$ cat config.mk
export PLATFORM = sky130hd
export DESIGN_NAME = text_encoding_detector
export DESIGN_NICKNAME = d
export VERILOG_FILES = /design/src/hw/rtl/ted_pkg.sv /design/src/hw/rtl/ted_track.sv /design/src/hw/rtl/text_encoding_detector.sv
export SDC_FILE = /design/constraint.sdc
export NUM_CORES = 1
export LEC_CHECK = 0
export BUFFER_PORTS_ARGS = -buffer_cell sky130_fd_sc_hd__clkbuf_2
export CAP_MARGIN = 5
export CORE_UTILIZATION = 40
export CTS_CLUSTER_SIZE = 10
export DETAILED_ROUTE_END_ITERATION = 16
export SYNTH_ARGS = -nofsm -noshare
export SYNTH_HDL_FRONTEND = slang
export SYNTH_SLANG_ARGS = --single-unit
$ cat constraint.sdc
create_clock -name clk -period 8 [get_ports clk]
set_input_delay 0.8 -clock clk [delete_from_list [all_inputs] [get_ports clk]]
set_output_delay 0.8 -clock clk [all_outputs]
set_load 0.1 [all_outputs]
$ cat src/hw/rtl/ted_pkg.sv
`default_nettype none

package ted_pkg;

	localparam int LENGTH_BITS_DEF = 24;

	localparam logic [2:0] ENC_ANSI    = 3'd0;
	localparam logic [2:0] ENC_UTF8    = 3'd1;
	localparam logic [2:0] ENC_UTF16LE = 3'd2;
	localparam logic [2:0] ENC_UTF16BE = 3'd3;
	localparam logic [2:0] ENC_UTF32LE = 3'd4;
	localparam logic [2:0] ENC_UTF32BE = 3'd5;
	localparam logic [2:0] ENC_BINARY  = 3'd6;

	localparam logic [31:0] BOM_UTF32LE = 32'h0000_FEFF;
	localparam logic [31:0] BOM_UTF32BE = 32'hFFFE_0000;
	localparam logic [15:0] BOM_UTF16LE = 16'hFEFF;
	localparam logic [15:0] BOM_UTF16BE = 16'hFFFE;
	localparam logic [15:0] BOM_UTF8_HEAD = 16'hBBEF;
	localparam logic [7:0]  BOM_UTF8_TAIL = 8'hBF;

	localparam logic [7:0] LEAD2_MAX_BAD = 8'hC1;
	localparam logic [7:0] LEAD4_MIN_BAD = 8'hF5;

	typedef struct packed {
		logic       valid;
		logic       last;
		logic [7:0] data;
	} step_t;

	typedef struct packed {
		logic [2:0] encoding;
		logic       has_bom;
		logic       inconclusive;
		logic [1:0] pending;
	} verdict_t;

endpackage

`default_nettype wire

$ cat src/hw/rtl/ted_track.sv
`default_nettype none

module ted_track #(
	parameter int LENGTH_BITS = ted_pkg::LENGTH_BITS_DEF
) (
	input  wire                     clk,
	input  wire                     arst_n,
	input  wire ted_pkg::step_t     step,
	input  wire  [LENGTH_BITS-1:0]  buffer_length,
	output ted_pkg::verdict_t       verdict
);

	localparam int DW = LENGTH_BITS - 2;
	localparam int PW = LENGTH_BITS + 6;

	logic [LENGTH_BITS-1:0] pos_q, pos_d;
	logic [31:0]            head_q, head_d;
	logic                   az_q, az_d;
	logic [DW-1:0]          zdc_q, zdc_d;
	logic [LENGTH_BITS-1:0] zbc_q, zbc_d;
	logic [1:0]             need_q, need_d;
	logic                   non_ascii_q, non_ascii_d;
	logic                   stopped_q, stopped_d;
	logic [2:0]             sverd_q, sverd_d;
	logic [1:0]             sskip_q, sskip_d;

	logic [7:0]             z;
	logic [PW-1:0]          prod;
	logic [LENGTH_BITS-1:0] max_null;

	assign z = step.data;

	always_comb begin
		pos_d       = pos_q;
		head_d      = head_q;
		az_d        = az_q;
		zdc_d       = zdc_q;
		zbc_d       = zbc_q;
		need_d      = need_q;
		non_ascii_d = non_ascii_q;
		stopped_d   = stopped_q;
		sverd_d     = sverd_q;
		sskip_d     = sskip_q;
		if (!stopped_q && z == 8'd0 && pos_q < buffer_length && zbc_q != '1) begin
			zbc_d = zbc_q + 1'b1;
		end
		prod = ({6'd0, zbc_d} << 5) + ({6'd0, zbc_d} << 4) + ({6'd0, zbc_d} << 1);
		if (pos_q < buffer_length) begin
			pos_d = pos_q + 1'b1;
			if (pos_q < LENGTH_BITS'(4)) begin
				head_d = head_q | ({24'd0, z} << {pos_q[1:0], 3'b000});
			end
			az_d = az_q & (z == 8'd0);
			if (pos_q[1:0] == 2'd3) begin
				if (az_d && zdc_q != '1) begin
					zdc_d = zdc_q + 1'b1;
				end
				az_d = 1'b1;
			end
			if (!stopped_q) begin
				if (!z[7]) begin
					if (z == 8'd0) begin
						if ({6'd0, buffer_length} < prod) begin
							stopped_d = 1'b1;
							sverd_d   = pos_q[0] ? ted_pkg::ENC_UTF16LE : ted_pkg::ENC_UTF16BE;
							sskip_d   = 2'd0;
						end else begin
							need_d = 2'd0;
						end
					end else if (need_q != 2'd0) begin
						stopped_d = 1'b1;
						sverd_d   = ted_pkg::ENC_ANSI;
						sskip_d   = need_q;
					end
				end else begin
					non_ascii_d = 1'b1;
					if (!z[6]) begin
						if (need_q == 2'd0) begin
							stopped_d = 1'b1;
							sverd_d   = ted_pkg::ENC_ANSI;
							sskip_d   = 2'd0;
						end else begin
							need_d = need_q - 1'b1;
						end
					end else if (need_q != 2'd0) begin
						stopped_d = 1'b1;
						sverd_d   = ted_pkg::ENC_ANSI;
						sskip_d   = need_q;
					end else if (!z[5]) begin
						if (z <= ted_pkg::LEAD2_MAX_BAD) begin
							stopped_d = 1'b1;
							sverd_d   = ted_pkg::ENC_ANSI;
							sskip_d   = 2'd0;
						end else begin
							need_d = 2'd1;
						end
					end else if (!z[4]) begin
						need_d = 2'd2;
					end else if (!z[3] && z < ted_pkg::LEAD4_MIN_BAD) begin
						need_d = 2'd3;
					end else begin
						stopped_d = 1'b1;
						sverd_d   = ted_pkg::ENC_ANSI;
						sskip_d   = 2'd0;
					end
				end
			end
		end
	end

	always_comb begin
		max_null = buffer_length >> 10;
		if (max_null == '0) begin
			max_null = LENGTH_BITS'(1);
		end
		verdict = '{encoding: ted_pkg::ENC_ANSI, has_bom: 1'b0, inconclusive: 1'b0,
			pending: 2'd0};
		if (buffer_length < LENGTH_BITS'(2)) begin
			verdict.inconclusive = 1'b1;
		end else if (buffer_length >= LENGTH_BITS'(4) && head_d == ted_pkg::BOM_UTF32LE) begin
			verdict.encoding = ted_pkg::ENC_UTF32LE;
			verdict.has_bom  = 1'b1;
		end else if (buffer_length >= LENGTH_BITS'(4) && head_d == ted_pkg::BOM_UTF32BE) begin
			verdict.encoding = ted_pkg::ENC_UTF32BE;
			verdict.has_bom  = 1'b1;
		end else if ({2'd0, zdc_d} > max_null) begin
			verdict.encoding = ted_pkg::ENC_BINARY;
		end else if (head_d[15:0] == ted_pkg::BOM_UTF16LE) begin
			verdict.encoding = ted_pkg::ENC_UTF16LE;
			verdict.has_bom  = 1'b1;
		end else if (head_d[15:0] == ted_pkg::BOM_UTF16BE) begin
			verdict.encoding = ted_pkg::ENC_UTF16BE;
			verdict.has_bom  = 1'b1;
		end else if (buffer_length < LENGTH_BITS'(3)) begin
			verdict.inconclusive = 1'b1;
		end else if (head_d[15:0] == ted_pkg::BOM_UTF8_HEAD &&
				head_d[23:16] == ted_pkg::BOM_UTF8_TAIL) begin
			verdict.encoding = ted_pkg::ENC_UTF8;
			verdict.has_bom  = 1'b1;
		end else if (stopped_d) begin
			verdict.encoding = sverd_d;
			verdict.pending  = sskip_d;
		end else if (non_ascii_d && need_d == 2'd0) begin
			verdict.encoding = ted_pkg::ENC_UTF8;
		end else begin
			verdict.inconclusive = 1'b1;
			verdict.pending      = need_d;
		end
	end

	always_ff @(posedge clk or negedge arst_n) begin
		if (!arst_n) begin
			pos_q       <= '0;
			head_q      <= '0;
			az_q        <= 1'b1;
			zdc_q       <= '0;
			zbc_q       <= '0;
			need_q      <= 2'd0;
			non_ascii_q <= 1'b0;
			stopped_q   <= 1'b0;
			sverd_q     <= ted_pkg::ENC_ANSI;
			sskip_q     <= 2'd0;
		end else if (step.valid) begin
			if (step.last) begin
				pos_q       <= '0;
				head_q      <= '0;
				az_q        <= 1'b1;
				zdc_q       <= '0;
				zbc_q       <= '0;
				need_q      <= 2'd0;
				non_ascii_q <= 1'b0;
				stopped_q   <= 1'b0;
				sverd_q     <= ted_pkg::ENC_ANSI;
				sskip_q     <= 2'd0;
			end else begin
				pos_q       <= pos_d;
				head_q      <= head_d;
				az_q        <= az_d;
				zdc_q       <= zdc_d;
				zbc_q       <= zbc_d;
				need_q      <= need_d;
				non_ascii_q <= non_ascii_d;
				stopped_q   <= stopped_d;
				sverd_q     <= sverd_d;
				sskip_q     <= sskip_d;
			end
		end
	end

	ap_pos_bound: assert property (@(posedge clk) disable iff (!arst_n)
		pos_q <= buffer_length || pos_q == '0)
		else $error("byte position ran past buffer length");

	ap_stopped_hold: assert property (@(posedge clk) disable iff (!arst_n)
		stopped_q && !(step.valid && step.last) |=> stopped_q)
		else $error("scan failure was not latched");

	ap_need_lead: assert property (@(posedge clk) disable iff (!arst_n)
		need_q != 2'd0 |-> non_ascii_q)
		else $error("continuations expected without a lead byte");

endmodule

`default_nettype wire

$ cat src/hw/rtl/text_encoding_detector.sv
`default_nettype none

// Text encoding detector.
// Feed the buffer one byte per beat on the input channel (in_valid / in_stall,
// data_byte, last_byte). Mark the final byte with last_byte; that beat gives
// one verdict beat on the output channel (out_valid / out_stall, encoding,
// has_bom, inconclusive, pending_continuations). Other beats give nothing.
// Write buffer_length through cfg_valid / cfg_ready (always ready) before the
// buffer starts, while the block is idle; it holds across buffers.
// Bytes beyond buffer_length are dropped, though their last mark still counts.
// Throughput: one byte per cycle while in_stall is low. A last byte is taken
// into the input register; its verdict then loads the result register.
// While the receiver stalls, the verdict holds and further non-final bytes
// still flow; in_stall rises only when a second final byte meets a stalled,
// occupied result register.
// Reset clears the length register to zero and all per-buffer state; after
// each verdict the per-buffer state returns to its reset value.

module text_encoding_detector #(
	parameter int LENGTH_BITS = ted_pkg::LENGTH_BITS_DEF
) (
	input  wire                    clk,
	input  wire                    arst_n,
	input  wire                    in_valid,
	output logic                   in_stall,
	input  wire  [7:0]             data_byte,
	input  wire                    last_byte,
	output logic                   out_valid,
	input  wire                    out_stall,
	output logic [2:0]             encoding,
	output logic                   has_bom,
	output logic                   inconclusive,
	output logic [1:0]             pending_continuations,
	input  wire                    cfg_valid,
	output logic                   cfg_ready,
	input  wire  [LENGTH_BITS-1:0] buffer_length
);

	logic [LENGTH_BITS-1:0] length_q;
	logic                   valid_s1;
	logic                   last_s1;
	logic [7:0]             data_s1;
	logic                   advance;
	logic                   load;
	logic                   out_valid_q;
	ted_pkg::step_t         step;
	ted_pkg::verdict_t      verdict;
	ted_pkg::verdict_t      result_q;

	assign cfg_ready = 1'b1;

	always_ff @(posedge clk or negedge arst_n) begin
		if (!arst_n) begin
			length_q <= '0;
		end else if (cfg_valid) begin
			length_q <= buffer_length;
		end
	end

	assign advance  = !(last_s1 && out_valid_q && out_stall);
	assign in_stall = valid_s1 && !advance;
	assign load     = valid_s1 && advance && last_s1;

	always_ff @(posedge clk or negedge arst_n) begin
		if (!arst_n) begin
			valid_s1 <= 1'b0;
			last_s1  <= 1'b0;
		end else if (!in_stall) begin
			valid_s1 <= in_valid;
			last_s1  <= in_valid && last_byte;
		end
	end

	always_ff @(posedge clk) begin
		if (!in_stall && in_valid) begin
			data_s1 <= data_byte;
		end
	end

	assign step = '{valid: valid_s1 && advance, last: last_s1, data: data_s1};

	ted_track #(
		.LENGTH_BITS(LENGTH_BITS)
	) u_track (
		.clk          (clk),
		.arst_n       (arst_n),
		.step         (step),
		.buffer_length(length_q),
		.verdict      (verdict)
	);

	always_ff @(posedge clk or negedge arst_n) begin
		if (!arst_n) begin
			out_valid_q <= 1'b0;
		end else if (load) begin
			out_valid_q <= 1'b1;
		end else if (!out_stall) begin
			out_valid_q <= 1'b0;
		end
	end

	always_ff @(posedge clk) begin
		if (load) begin
			result_q <= verdict;
		end
	end

	assign out_valid             = out_valid_q;
	assign encoding              = result_q.encoding;
	assign has_bom               = result_q.has_bom;
	assign inconclusive          = result_q.inconclusive;
	assign pending_continuations = result_q.pending;

	ap_stall_cause: assert property (@(posedge clk) disable iff (!arst_n)
		in_stall |-> valid_s1 && last_s1 && out_valid_q && out_stall)
		else $error("input stalled without a blocked verdict");

	ap_load_shows: assert property (@(posedge clk) disable iff (!arst_n)
		load |=> out_valid_q)
		else $error("loaded verdict not presented");

	ap_no_overwrite: assert property (@(posedge clk) disable iff (!arst_n)
		out_valid_q && out_stall |-> !load)
		else $error("stalled verdict overwritten");

	ap_bom_clean: assert property (@(posedge clk) disable iff (!arst_n)
		out_valid_q && result_q.has_bom |-> !result_q.inconclusive && result_q.pending == 2'd0)
		else $error("byte order mark verdict carries scan status");

endmodule

`default_nettype wire
-- Word-level counts from Yosys, hierarchy flattened
Index checks and enable logic that the tools add are counted.
- register bits after elaboration: 154
- bits of input ports: 38
- output and inout bits: 10
- word-level logic and storage cells: 185
- add/sub/neg operators: 6
- magnitude comparators: 9
- eq/ne operators: 10
- shifts and indexed selects: 1
- muxes and demuxes: 106
- bitwise gates (word level): 2
- reduce and logical (&&, ||, !) cells: 30
- operator list (kind ; count):
    $mux W24 ; 4
    $mux W32 ; 3
    $mux W3 ; 31
    $mux W22 ; 4
    $mux W2 ; 29
    $add A24 B1 Y24 const B ; 2
    $eq A16 B16 Y1 const B ; 3
    $lt A24 B2 Y1 const B ; 2
    $eq A32 B16 Y1 const B ; 1
    $eq A32 B32 Y1 const B ; 1
    $or A32 B32 Y32 ; 1
    $shl A8 B5 Y32 ; 1
    $add A29 B28 Y30 ; 1
    $add A30 B25 Y30 ; 1
    $lt A24 B30 Y1 ; 1
    $mux W1 ; 28
    $ge A24 B3 Y1 const B ; 1
    $logic_not A24 Y1 ; 1
    $lt A24 B24 Y1 ; 1
    $lt A24 B3 Y1 const B ; 1
    $mux W4 ; 6
    $ne A24 B24 Y1 const B ; 1
    $add A22 B1 Y22 const B ; 1
    $gt A22 B14 Y1 ; 1
    other kinds (18) ; 38

-- Depth between registers and ports, before layout
- word-level depth: 32
- mapped depth: 35
- gate-level depth less buffers: 35

-- Cells and area by module
A second synthesis with hierarchy kept.
- cells, all modules: 1336
- area total of the unflattened synthesis: 11868.9 um^2
- modules (own cells, without submodules) (module ; instances ; cells each ; area an instance (um^2) ; sequential area each (um^2)):
    ted_track ; 1 ; 1253 ; 10278.6 ; 2803.9
    text_encoding_detector ; 1 ; 83 ; 1590.3 ; 1126.1

-- Worst setup path before layout
OpenSTA, ideal clock, no wires.
- kind: flip-flop to flip-flop
- start point: register length_q[21]
- end point: register result_q, in the netlist pending_continuations[0] (data pin)
- library setup time: 0.256 ns
- arrival: 7.167 ns
- required time: 7.744 ns
- slack: 0.577 ns
- stages on the path, launching flop included: 30
- path buffers: 0
- period minus slack after synthesis: 7.423 ns
- cell sequence: dfrtp_1 inv_1 ha_1 nand4_1 or4_4 or2_1 o221ai_2 nor2_1 nand4_1 nor3_1 and3_1 xor2_1 fa_1 ha_1 nand4_1 or2_2 a2111oi_0 nor2_1 xor2_1 ha_1 a211oi_1 o21ai_0 a221oi_1 o211ai_1 or3_1 o32ai_2 nor3_4 a21o_1 and2_1 o211a_1
- longest elaborated chain between the ends: 24
- elaborated cells on any way between the ends: 53
- those cells by class: add/sub (2); order compare (6); eq/ne (6); mux (30); reduce/logical (9)
- ends and longest elaborated chain (element ; line ; source):
    start: declaration ; text_encoding_detector.sv:39 ; logic [LENGTH_BITS-1:0] length_q;
    start signal: assignment ; text_encoding_detector.sv:56 ; length_q <= buffer_length;
    $lt A24 B24 Y1 ; ted_track.sv:44, ted_track.sv:48 ;
    $logic_and A1 B1 Y1 (2 in series) ; ted_track.sv:44 ; if (!stopped_q && z == 8'd0 && pos_q < buffer_length && zbc_q != '1) begin
    $mux W24 ; ted_track.sv:44 ;
    $add A29 B28 Y30 ; ted_track.sv:47 ; prod = ({6'd0, zbc_d} << 5) + ({6'd0, zbc_d} << 4) + ({6'd0, zbc_d} << 1);
    $add A30 B25 Y30 ; ted_track.sv:47 ;
    $lt A24 B30 Y1 ; ted_track.sv:63 ; if ({6'd0, buffer_length} < prod) begin
    $mux W2 ; ted_track.sv:63 ;
    $mux W2 ; ted_track.sv:62 ; if (z == 8'd0) begin
    (+7 left out) ; -- ;
    $mux W3 ; ted_track.sv:134 ; end else if (buffer_length < LENGTH_BITS'(3)) begin
    $mux W3 ; ted_track.sv:131 ; end else if (head_d[15:0] == ted_pkg::BOM_UTF16BE) begin
    $mux W3 ; ted_track.sv:128 ; end else if (head_d[15:0] == ted_pkg::BOM_UTF16LE) begin
    $mux W3 ; ted_track.sv:126 ; end else if ({2'd0, zdc_d} > max_null) begin
    $mux W3 ; ted_track.sv:123 ; end else if (buffer_length >= LENGTH_BITS'(4) && head_d == ted_pkg::BOM_UTF32BE) begin
    $mux W3 ; ted_track.sv:120 ; end else if (buffer_length >= LENGTH_BITS'(4) && head_d == ted_pkg::BOM_UTF32LE) begin
    $mux W3 ; ted_track.sv:118 ; if (buffer_length < LENGTH_BITS'(2)) begin
    $mux W2 ; ted_track.sv:140 ; end else if (stopped_d) begin
    end signal: assignment ; text_encoding_detector.sv:104 ; result_q <= verdict;
    end: declaration ; text_encoding_detector.sv:48 ; ted_pkg::verdict_t result_q;
Several ways; a longest one is shown, not always the timed one. The select of a mux whose other input is x is not followed.
A chain may end at the register's enable or synchronous reset.

-- Final worst setup path
- start point: register length_q[21]
- end point: register result_q, in the netlist encoding[1] (data pin)
- longest elaborated chain between the ends: 18
- elaborated cells on any way between the ends: 41
- those cells by class: add/sub (2); order compare (6); eq/ne (6); mux (20); reduce/logical (7)
- ends and longest elaborated chain (element ; line ; source):
    $lt A24 B24 Y1 ; ted_track.sv:44, ted_track.sv:48 ;
    $logic_and A1 B1 Y1 (2 in series) ; ted_track.sv:44 ;
    $mux W24 ; ted_track.sv:44 ;
    $add A29 B28 Y30 ; ted_track.sv:47 ;
    $add A30 B25 Y30 ; ted_track.sv:47 ;
    $lt A24 B30 Y1 ; ted_track.sv:63 ;
    $mux W3 / $mux W1 (equally long branches) ; ted_track.sv:63 ;
    $mux W3 / $mux W1 (equally long branches) ; ted_track.sv:62 ;
    $mux W3 / $mux W1 (equally long branches) ; ted_track.sv:61 ; if (!z[7]) begin
    $mux W3 / $mux W1 (equally long branches) ; ted_track.sv:60 ; if (!stopped_q) begin
    $mux W3 / $mux W1 (equally long branches) ; ted_track.sv:48 ; if (pos_q < buffer_length) begin
    $mux W3 ; ted_track.sv:140 ;
    $mux W3 ; ted_track.sv:136 ; end else if (head_d[15:0] == ted_pkg::BOM_UTF8_HEAD &&
    $mux W4 ; ted_track.sv:134 ;
    $mux W4 ; ted_track.sv:131 ;
    $mux W4 ; ted_track.sv:128 ;
    $mux W3 ; ted_track.sv:126 ;
Several ways; a longest one is shown, not always the timed one.

==> metrics.txt <==
status=finished clean; final setup fails=0; wire per inst=18.37 µm; Port Buf Inserts=46; slew at the pin closest to its max-slew limit=0.9960 ns; Row Count=63; largest net degree at the start of global routing=76; initial cell density of the core=between 40 and 50%; CP top delay family=compound AO/OA/AOI/OAI gates; WP buf/inv=6; DR pass1 iterations=5; CTS Sinks=154; total wire length=36120 µm; period utilization=just under 100%; reg-to-reg critical path startpoint=length_q[21]$_DFFE_PN0P_; drt drc=0; clk_lat worst skew=around 0.45 ns; relative slew slack=33.60%; HPWL Detailed=26000 µm; M1 wire length=~17000 µm; final-layout fill cell count=around 2900; antenna viol nets, final=0; worst hold slack=0.3564 ns; Hold Path Class=input port to async pin; vias in the first global route=between 10000 and 15000; Design Power=0.002812 W; Bufs on Longest Clock Path=2; root buf cell=clkbuf_16; number of max-cap violations=0; reg-to-reg setup timing slack=0.29 ns; path depth of the worst reg2reg path=37; Synth-to-Final Area Change=20.64%; post-synthesis cell count=1446; LEAKAGE=6.686 nW; Post-Syn Area=12190 µm²; f_max=around 0.13 GHz; critical path required time=8.17 ns; Worst Setup End Kind=register; top sig layer=met4; crit-path max FO=7; Nets=~1700; vias post-DR=11266; dpl cells=1907; critical path class=register to register; Avg Cell Area, Syn=about 8.4 µm²; number of synthesis warnings=0; Critical Path Max Stage Delay=0.56 ns; GP Congestion=0.9560; Final Skew=0.01073 ns; fin util=49.35%; FF/Latch Area=3930 µm²; GRT Residual Overflow=0; TritonCTS buffer count=17; io pins=48; VDD IR-drop max=0.1746 mV; H-tree lvl count=4; FFs w/ async S/R, synth=90.26%; top cells by count, synth=148 x nand2_1, 138 x dfrtp_1, 124 x nor2_1; CTS tree=yes; predominant post-synthesis flop cell=dfrtp_1; core footprint=a little under 30000 µm²; critical path launch point type=register; cell area power density=191.2 nW/µm²; first-pass GRT wire length=57590 µm; met3 wire len=1634 µm; share of post-route cells with drive strength above 1=about a fifth; min cycle time layout=7.711 ns; area of the multi-input gates=8149 µm²; Arrival @ worst endpoint=7.88 ns; Final Hold Viols=0; Mapped Nets=1593; RR Endpoint=encoding[1]$_SDFFCE_PP0P_; max-slew violation count=0; routed vias/inst=5.730; total track usage=23.61%; sequential element share of the synthesized area=about a third; count leader, synth=nand2_1; initial antenna violation count=0; clk slew on worst S/H paths=~0.070 ns; synthesized flop and latch total=154; ANT cells=0; EDFF count, synth=15; Synth cell types=89; DR WL met2=roughly 17000 µm; top-area cell type share of the netlist area=28.33%; Die H=176.6 µm; DRC marker count from the first detailed-route iteration=between 700 and 800; non-filler instance count after layout=about 2000; area leader, netlist=dfrtp_1; slowest cell on the critical path=or4_4; chip width=between 150 and 200 µm; total die area=roughly 31000 µm²; top post-synthesis cells by area=dfrtp_1 28%, ha_1 9.8%, nand2_1 4.6%
-- how the worst max path moves through the flow --
stage                                             end                     startpoint  slack [ns]  depth (start not counted)
3_3_place_gp                encoding[1]$_SDFFCE_PP0P_       length_q[11]$_DFFE_PN0P_       -0.17                         37
3_5_place_dp                encoding[1]$_SDFFCE_PP0P_        length_q[2]$_DFFE_PN0P_       -0.32                         33
4_1_cts        pending_continuations[1]$_SDFFCE_PP0P_  u_track.pos_q[21]$_DFFE_PN0P_       0.005                         38
5_1_grt                     encoding[1]$_SDFFCE_PP0P_        length_q[2]$_DFFE_PN0P_       -0.07                         35
2_1_floorplan  pending_continuations[0]$_SDFFCE_PP0P_       length_q[21]$_DFFE_PN0P_        0.58                         29
6_report                    encoding[1]$_SDFFCE_PP0P_       length_q[21]$_DFFE_PN0P_        0.29                         37
-- through the flow --
stage	instance area, µm²	setup TNS (ns)	setup slack [ns]
detailed placement	13340	-1.675	-0.3203
floorplan	12190	0	0.5769
finish	14700	0	0.2886
CTS	14070	0	0.004936
global route	14700	-0.1407	-0.06938
global placement	13340	-0.5547	-0.1722
-- logic make-up after synthesis --
| family | synth area share [%] |
|---|---|
| buf+inv | 5.164 |
| other cells | 0.03077 |
| simple gates | 22.15 |
| xor+xnor | 6.252 |
| fa+ha+maj | 12.13 |
| mux | 1.673 |
| flops | 32.25 |
| compound gates | 20.35 |
-- metal layers --
metal / global-route usage, % / vias to the layer above
li1: - / 5444
met1: 32.72 / 5503
met2: 37.35 / 270
met3: 3.898 / 49
met4: 7.471 / 0
met5: 0 / -
-- power breakdown --
part | switching, W | internal [W] | leakage (nW)
logic | 0.000566 | 0.000389 | 4.41
registers | 0.0000942 | 0.000867 | 1.97
clock network | 0.000391 | 0.000505 | 0.311
-- layout make-up --
type                            count  area share (%)
Clock buffer                       17           2.893
Clock inverter                     15           1.353
Inverter                           87           2.221
Multi-Input combinational cell   1133           55.42
Sequential cell                   154           26.73
Tap cell                          390           3.319
Timing Repair Buffer              170           8.067
-- worst reg2reg max path: cells and delay by family, from the launching register on --
| family | cells | cell delay (ns) |
|---|---|---|
| xor gates and xnor gates | 2 | 0.27 |
| DFF | 1 | 0.37 |
| adders and majority gates | 4 | 1.28 |
| AOI/OAI and AO/OA | 13 | 2.58 |
| and+or+nand+nor | 12 | 2.13 |
| buffers and inverters | 6 | 0.81 |
-- flip-flops by register name, summed over array words and instances, names as in the netlist, 3 cells and up --
name             flops
u_track.pos_q       24
encoding             3
data_s1              8
u_track.zdc_q       22
u_track.head_q      32
length_q            24
u_track.sverd_q      3
u_track.zbc_q       24
-- cell usage in the layout, fill, tap and decap left out, drive strengths merged, types with 52 or more instances in the layout --
| cell | netlist | routed |
|---|---|---|
| dfrtp | 138 | 138 |
| clkbuf | 63 | 62 |
| ha | 95 | 95 |
| inv | 87 | 97 |
| nand2 | 150 | 150 |
| buf | 9 | 125 |
| nor2 | 126 | 126 |
| o21ai | 111 | 111 |
| nand3 | 60 | 60 |
| xor2 | 52 | 52 |
| a21oi | 102 | 102 |
-- timing repair --
| action | 4_1_cts | 5_1_grt |
|---|---|---|
| hold buffers | 0 | 0 |
| hold endpoints to repair | 0 | 0 |
| resized for setup | 16 | 86 |
| pin swaps | 5 | 36 |
| setup endpoints to repair | 12 | 13 |
| setup buffers | 4 | 23 |
Note: power is estimated with default switching activity, not from simulation.
